## src/hdl/qcc_pkg.sv

```systemverilog
// qcc_pkg: shared constants, types and helper functions of the quality covariate counter
`timescale 1ns / 1ps

package qcc_pkg;

    // table geometry
    localparam int QUAL_ROWS         = 64;
    localparam int CYCLE_SLOTS       = 128;
    localparam int NUM_DINUC_CLASSES = 17;
    localparam int COUNT_WIDTH       = 32;

    localparam int QROW_W    = $clog2(QUAL_ROWS);
    localparam int Q_DEPTH   = QUAL_ROWS;
    localparam int Q_AW      = $clog2(Q_DEPTH);
    localparam int QC_DEPTH  = QUAL_ROWS * CYCLE_SLOTS;
    localparam int QC_AW     = $clog2(QC_DEPTH);
    localparam int DN_DEPTH  = QUAL_ROWS * NUM_DINUC_CLASSES;
    localparam int DN_AW     = $clog2(DN_DEPTH);
    localparam int CLR_DEPTH = (QC_DEPTH > DN_DEPTH) ? QC_DEPTH : DN_DEPTH;
    localparam int CLR_W     = $clog2(CLR_DEPTH);
    localparam int WORD_W    = 2 * COUNT_WIDTH;
    localparam int SUM_W     = ((COUNT_WIDTH > 16) ? COUNT_WIDTH : 16) + 1;

    // item kinds
    localparam logic KIND_COUNT = 1'b0;
    localparam logic KIND_READ  = 1'b1;

    // readback table select codes
    localparam logic [1:0] TBL_TOTAL   = 2'd0;
    localparam logic [1:0] TBL_QUAL    = 2'd1;
    localparam logic [1:0] TBL_QCYCLE  = 2'd2;
    localparam logic [1:0] TBL_QDINUC  = 2'd3;

    // result status codes
    localparam logic [2:0] ST_COUNTED   = 3'd0;
    localparam logic [2:0] ST_FILTERED  = 3'd1;
    localparam logic [2:0] ST_BAD_QUAL  = 3'd2;
    localparam logic [2:0] ST_BAD_CYCLE = 3'd3;
    localparam logic [2:0] ST_READ_OK   = 3'd4;
    localparam logic [2:0] ST_BAD_ADDR  = 3'd5;

    // configuration register indexes
    localparam logic [2:0] CFG_MIN_QUAL      = 3'd0;
    localparam logic [2:0] CFG_MIN_STAT_QUAL = 3'd1;
    localparam logic [2:0] CFG_SKIP_N        = 3'd2;
    localparam logic [2:0] CFG_SMOOTH_MISS   = 3'd3;
    localparam logic [2:0] CFG_SMOOTH_BASES  = 3'd4;

    // ascii base codes
    localparam logic [7:0] CH_A = 8'h41;
    localparam logic [7:0] CH_G = 8'h47;
    localparam logic [7:0] CH_C = 8'h43;
    localparam logic [7:0] CH_T = 8'h54;
    localparam logic [7:0] CH_N = 8'h4E;

    localparam logic [4:0] DINUC_NONE = 5'd16;

    typedef logic [COUNT_WIDTH-1:0] t_cnt;

    // controller to datapath commands
    typedef struct packed {
        logic clr_en;
        logic load;
        logic rd_en;
        logic commit;
    } t_cmd;

    // datapath to controller status
    typedef struct packed {
        logic clr_last;
    } t_sts;

    // controller states
    typedef enum logic [3:0] {
        S_CLEAR = 4'b0001,
        S_IDLE  = 4'b0010,
        S_READ  = 4'b0100,
        S_WRITE = 4'b1000
    } t_state;

    // base code over the order A,G,C,T; bit 2 flags a known base
    function automatic logic [2:0] nuc_code(input logic [7:0] ch);
        logic [2:0] code;
        case (ch)
            CH_A:    code = 3'b100;
            CH_G:    code = 3'b101;
            CH_C:    code = 3'b110;
            CH_T:    code = 3'b111;
            default: code = 3'b000;
        endcase
        return code;
    endfunction

    // saturating increment
    function automatic t_cnt cnt_inc(input t_cnt cnt);
        t_cnt res;
        res = (cnt == {COUNT_WIDTH{1'b1}}) ? cnt : cnt + t_cnt'(1);
        return res;
    endfunction

    // counter plus smoothing, clamped to counter maximum and then to 32 bits
    function automatic logic [31:0] sat_out(input t_cnt cnt, input logic [15:0] add);
        logic [SUM_W-1:0] sum;
        logic [SUM_W-1:0] lim;
        logic [SUM_W-1:0] out_lim;
        sum     = SUM_W'(cnt) + SUM_W'(add);
        lim     = SUM_W'({COUNT_WIDTH{1'b1}});
        out_lim = SUM_W'({32{1'b1}});
        if (sum > lim) begin
            sum = lim;
        end
        if (sum > out_lim) begin
            sum = out_lim;
        end
        return 32'(sum);
    endfunction

endpackage

```

## src/hdl/qcc_ctrl.sv

```systemverilog
// qcc_ctrl: state machine sequencing clearing, lookup and commit of each beat
`timescale 1ns / 1ps

module qcc_ctrl
    import qcc_pkg::*;
(
    input  logic i_clk,
    input  logic i_rst_n,
    input  logic i_valid,
    output logic o_ready,
    output logic o_valid,
    input  logic i_ready,
    output t_cmd o_cmd,
    input  t_sts i_sts
);

    t_state r_state;
    t_state n_state;
    logic   r_out_valid;
    logic   n_out_valid;
    t_cmd   w_cmd;

    // next state and commands
    always_comb begin
        n_state = r_state;
        w_cmd   = '0;
        case (r_state)
            S_CLEAR: begin
                w_cmd.clr_en = 1'b1;
                if (i_sts.clr_last) begin
                    n_state = S_IDLE;
                end
            end
            S_IDLE: begin
                if (i_valid) begin
                    w_cmd.load = 1'b1;
                    n_state    = S_READ;
                end
            end
            S_READ: begin
                w_cmd.rd_en = 1'b1;
                n_state     = S_WRITE;
            end
            S_WRITE: begin
                if (!r_out_valid || i_ready) begin
                    w_cmd.commit = 1'b1;
                    n_state      = S_IDLE;
                end
            end
            default: n_state = S_CLEAR;
        endcase
    end

    // output beat holding
    always_comb begin
        if (w_cmd.commit) begin
            n_out_valid = 1'b1;
        end else if (i_ready) begin
            n_out_valid = 1'b0;
        end else begin
            n_out_valid = r_out_valid;
        end
    end

    always_ff @(posedge i_clk) begin
        if (!i_rst_n) begin
            r_state     <= S_CLEAR;
            r_out_valid <= 1'b0;
        end else begin
            r_state     <= n_state;
            r_out_valid <= n_out_valid;
        end
    end

    assign o_ready = (r_state == S_IDLE);
    assign o_valid = r_out_valid;
    assign o_cmd   = w_cmd;

    // no beat is taken during the clearing sweep
    a_clear_blocks: assert property (@(posedge i_clk) disable iff (!i_rst_n)
        (r_state == S_CLEAR) |-> !o_ready)
        else $error("input beat accepted during clearing sweep");

    // an accepted beat always goes to the table lookup
    a_accept_reads: assert property (@(posedge i_clk) disable iff (!i_rst_n)
        (i_valid && o_ready) |=> (r_state == S_READ))
        else $error("accepted beat did not start a lookup");

    // commit never overwrites an untaken result
    a_commit_slot: assert property (@(posedge i_clk) disable iff (!i_rst_n)
        w_cmd.commit |-> (!r_out_valid || i_ready))
        else $error("commit overwrote a pending result");

    // a commit always presents a result next cycle
    a_commit_valid: assert property (@(posedge i_clk) disable iff (!i_rst_n)
        w_cmd.commit |=> o_valid)
        else $error("commit without output beat");

    // sweep ends in idle
    a_clear_exit: assert property (@(posedge i_clk) disable iff (!i_rst_n)
        (r_state == S_CLEAR && i_sts.clr_last) |=> (r_state == S_IDLE))
        else $error("clearing sweep did not end in idle");

endmodule

```

## config.mk

```make
export PLATFORM = sky130hd
export DESIGN_NAME = qcc_ctrl
export DESIGN_NICKNAME = d
export VERILOG_FILES = /design/src/hdl/qcc_pkg.sv /design/src/hdl/qcc_ctrl.sv
export SDC_FILE = /design/constraint.sdc
export NUM_CORES = 1
export LEC_CHECK = 0
export BUFFER_PORTS_ARGS = -buffer_cell sky130_fd_sc_hd__buf_2
export CORE_AREA = 3 3 40 42
export CTS_BUF_LIST = sky130_fd_sc_hd__clkbuf_4
export DETAILED_ROUTE_END_ITERATION = 16
export DIE_AREA = 0 0 43 45
export GPL_ROUTABILITY_DRIVEN = 0
export SLEW_MARGIN = 20
export SYNTH_ARGS = -nofsm -noshare
export SYNTH_HDL_FRONTEND = slang
export SYNTH_SLANG_ARGS = --single-unit
```

## constraint.sdc

```tcl
create_clock -name i_clk -period 1.2 [get_ports i_clk]
set_input_delay 0.06 -clock i_clk [delete_from_list [all_inputs] [get_ports i_clk]]
set_output_delay 0.06 -clock i_clk [all_outputs]
set_load 0.01 [all_outputs]
```

# Word-level counts from Yosys, hierarchy flattened
# Index checks and enable logic that the tools add are counted.
[op_classes] n_reduce_logical=4 mux=12 eq_ne=7
[op_table] op="4-bit case mux with 4 select lines" count=1
[op_table] op="4-bit two-way mux" count=3
[op_table] op="1-bit two-way mux" count=8
[op_table] op="2-bit != test (second input constant)" count=3
[op_table] op="4-bit by 1-bit equality test with 1-bit output (second input constant)" count=1
[op_table] op="4-bit by 2-bit equality test with 1-bit output (second input constant)" count=1
[op_table] op="4-bit by 3-bit equality test with 1-bit output (second input constant)" count=1
[op_table] op="4-bit equality test (second input constant)" count=1
[op_table] op="3-bit AND reduction" count=1
[op_table] op="2-bit nonzero test" count=1
[op_table] op="1-bit logical NOT" count=1
[op_table] op="1-bit logical OR" count=1
[totals] input_bits=5 elab_cells=25 out_inout_bits=6 regBits=5

# Longest topological paths before layout
[depth] word_depth=5 depth_mapped=3 ltp_nobuf=3

# Worst setup path after synthesis
# No wires, ideal clock.
[synth_timing] path_type="register -> output" start="register r_state[1]" end="output port o_cmd[2] (netlist name)" path_stages_with_launch=3 setup_slack_ps=-78 required_ps=1140 n_path_buf=0 arrival_time_ps=1218 cell_sequence="dfxtp_1 > nor4b_1 > and2_1"
[synth_lines] item="from (decl)" line_no="qcc_ctrl.sv:17" rtl="t_state r_state;"
[synth_lines] item="from (signal assigned)" line_no="qcc_ctrl.sv:70" rtl="r_state <= n_state;"
[synth_lines] item="to (decl)" line_no="qcc_ctrl.sv:13" rtl="output t_cmd o_cmd,"

==> metrics.txt <==
GRT Util Overall=0.0874; failing checks=setup timing; Seq pwr share=0.377; R2R setup slack=-0.17 ns; Root Driver=clkbuf_4; global-route wire length before repair=1280 µm; CTS Buf Count=3; layout cell share with drive strength beyond 1=0.796; sequential-to-total area share from yosys stat=0.370; Crit path max-delay family=simple AND/OR/NAND/NOR gates; IO buf count=10; Pre-antenna DRT Iters=4; Post-DRT Antenna Nets=0; critical path's slowest cell=or4b_4; initial antenna violation count=0; Power, Total=0.471 mW; maxcap violations=0; top_reg_cell synth=dfxtp_1; Starting Density=0.210; Hold Crit Class=input port to flop; DIE WIDTH=43 µm; Yosys top cell area share=0.370; setup TNS=-1.07 ns; PwrDens=896 nW/µm²; clk_lat worst skew=0.24 ns; cells after synthesis=27; asr flop ratio synth=0; clock share of power=0.462; CP startpoint kind=flop; wire per inst=11.8 µm; Worst setup EP type=primary output; GRT overflow=0; reg2reg end=r_state[0]$_SDFFE_PN1P_; Max VDD drop=0.547 mV; Cell Int Power=0.363 mW; row count=13; H-tree depth=1; Post-DP HPWL=534 µm; fmax=0.684 GHz; RSZ-0062 raised after global routing=true; Clock Path Buffers=2; Vias/cell=4.58; Final Util=0.409; Reg-to-Reg Start=r_state[1]$_SDFFE_PN0P_; CP Class=flop to primary output; status=finished with violations; total core area=1280 µm²; leading post-synthesis cells by cell area=dfxtp_1 37%, nor4b_1 13%, or4b_4 5.1%, and4bb_2 4.6%, a31o_1 3.2%; Worst Path Buf+Inv=1; NetSw=0.108 mW; Reg clk slew, reported paths=0.04 ns; Setup Viol. Count Final=8; DRC Markers=0; Final Max Slew Viols=0; Worst EP arrival=1.40 ns; Final Cycle Share=1.22; Synth Warn #=0; Die Ht=45 µm; final setup margin=-0.262 ns; WHS Endpoint=r_state[3]$_SDFFE_PN0P_; Reg2Reg Depth=4; die footprint=1940 µm²; Logic pwr share=0.161; Synth Register Bits=5; worst-path cell chain=or4b_4 -> and2b_2 -> buf_6; Hold Fails Final Rpt=0; final wirelength=756 µm; Worst-Margin Slew=0.241 ns; Slew HR=0.839; leak pwr=0.211 nW; pin count of the biggest net entering global routing=8; Net count, final=55; Period minus WS final=1.46 ns; Post-synth top cells=5 x dfxtp_1, 4 x nor4b_1; syn nets=32; vias in the first global route=294; post-synth cell types=20; Ant. Diodes=0; most numerous cell in the Yosys netlist=dfxtp_1; area leader, netlist=dfxtp_1; WHS Path Cells=2; crit path max fanout=2; vias post-DR=293; CTS tree=done; EDFF count, synth=0; WP data required=1.14 ns; I/O pins=11; initial drt markers=4; Mapped Avg Cell Area=10.0 µm²; Post-Syn Area=270 µm²; Sw Share=0.229; clk_skew=0.00109 ns; worst stage delay on the critical path=0.53 ns; hold path start=i_rst_n; # clock sinks=5; area growth from synthesis to layout=94.4%; filler cell count=133
-- placed cells by master, fill, tap and decap left out, types with 3 or more instances in the layout --
| cell | netlist | routed |
|---|---|---|
| buf_2 | 0 | 9 |
| buf_4 | 1 | 6 |
| clkbuf_4 | 0 | 4 |
| buf_6 | 0 | 4 |
| nor4b_4 | 0 | 3 |
| dfxtp_2 | 0 | 3 |
-- routing by layer --
layer	wire (µm)	part of all wire	track usage	vias up
met5	0	0	0	-
met4	0	0	0	0
met3	72	0.095	0.0478	0
met2	365	0.48	0.144	12
met1	318	0.42	0.108	134
li1	-	-	-	147
-- stage by stage --
stage          hold slack [ns]  setup slack (ns)  cell area [µm²]  cells
2_1_floorplan            0.177           -0.0561              278     27
3_3_place_gp             0.289           -0.0345              380     57
3_5_place_dp             0.294           -0.0605              380     57
4_1_cts                 0.0473            -0.263              474     62
5_1_grt                 0.0648            -0.309              526     64
6_report                0.0451            -0.262              526     64
-- final cells by class --
class	count	area, µm²	area share
sequential	5	108	0.205
clock buffer	4	30.0	0.0571
multi-input combinational	20	230	0.438
inverter	1	3.75	0.00714
tap	15	18.8	0.0357
timing repair buffer	19	135	0.257
-- sequential cells by signal, summed over array words and instances, names as in the netlist --
signal / flops
r_state: 4
o_valid: 1
-- cells by family after synthesis --
group	count (synthesis)	synth area share
DFF	5	0.370
AOI/OAI and AO/OA	3	0.0787
xor gates and xnor gates	1	0.0324
and+or+nand+nor	16	0.477
buffers and inverters	2	0.0417
-- repair_timing --
item	in CTS	in global routing
pin swaps	4	5
setup endpoints to repair	7	9
cloned	0	0
hold buffers	0	0
setup buffers	1	2
resized for setup	10	7
-- power by group through the flow --
stage	Clock (mW)	Sequential, mW	Combinational [mW]
CTS	0.220	0.179	0.0635
detailed placement	0	0.180	0.0555
global placement	0	0.180	0.0549
global route	0.245	0.178	0.0819
floorplan	0	0.183	0.0232
finish	0.218	0.177	0.0756
-- worst max path at each step --
stage,start,to,slack [ns],cells past startpoint
5_1_grt,r_state[1]$_SDFFE_PN0P_,o_cmd[0],-0.31,3
6_report,r_state[1]$_SDFFE_PN0P_,o_cmd[0],-0.26,3
2_1_floorplan,r_state[0]$_SDFFE_PN1P_,o_cmd[2],-0.06,2
4_1_cts,r_state[1]$_SDFFE_PN0P_,o_cmd[0],-0.26,3
3_5_place_dp,r_state[0]$_SDFFE_PN1P_,r_state[1]$_SDFFE_PN0P_,-0.06,4
3_3_place_gp,r_state[2]$_SDFFE_PN0P_,o_cmd[0],-0.03,3
No activity file was read; power rests on OpenSTA's default activity.
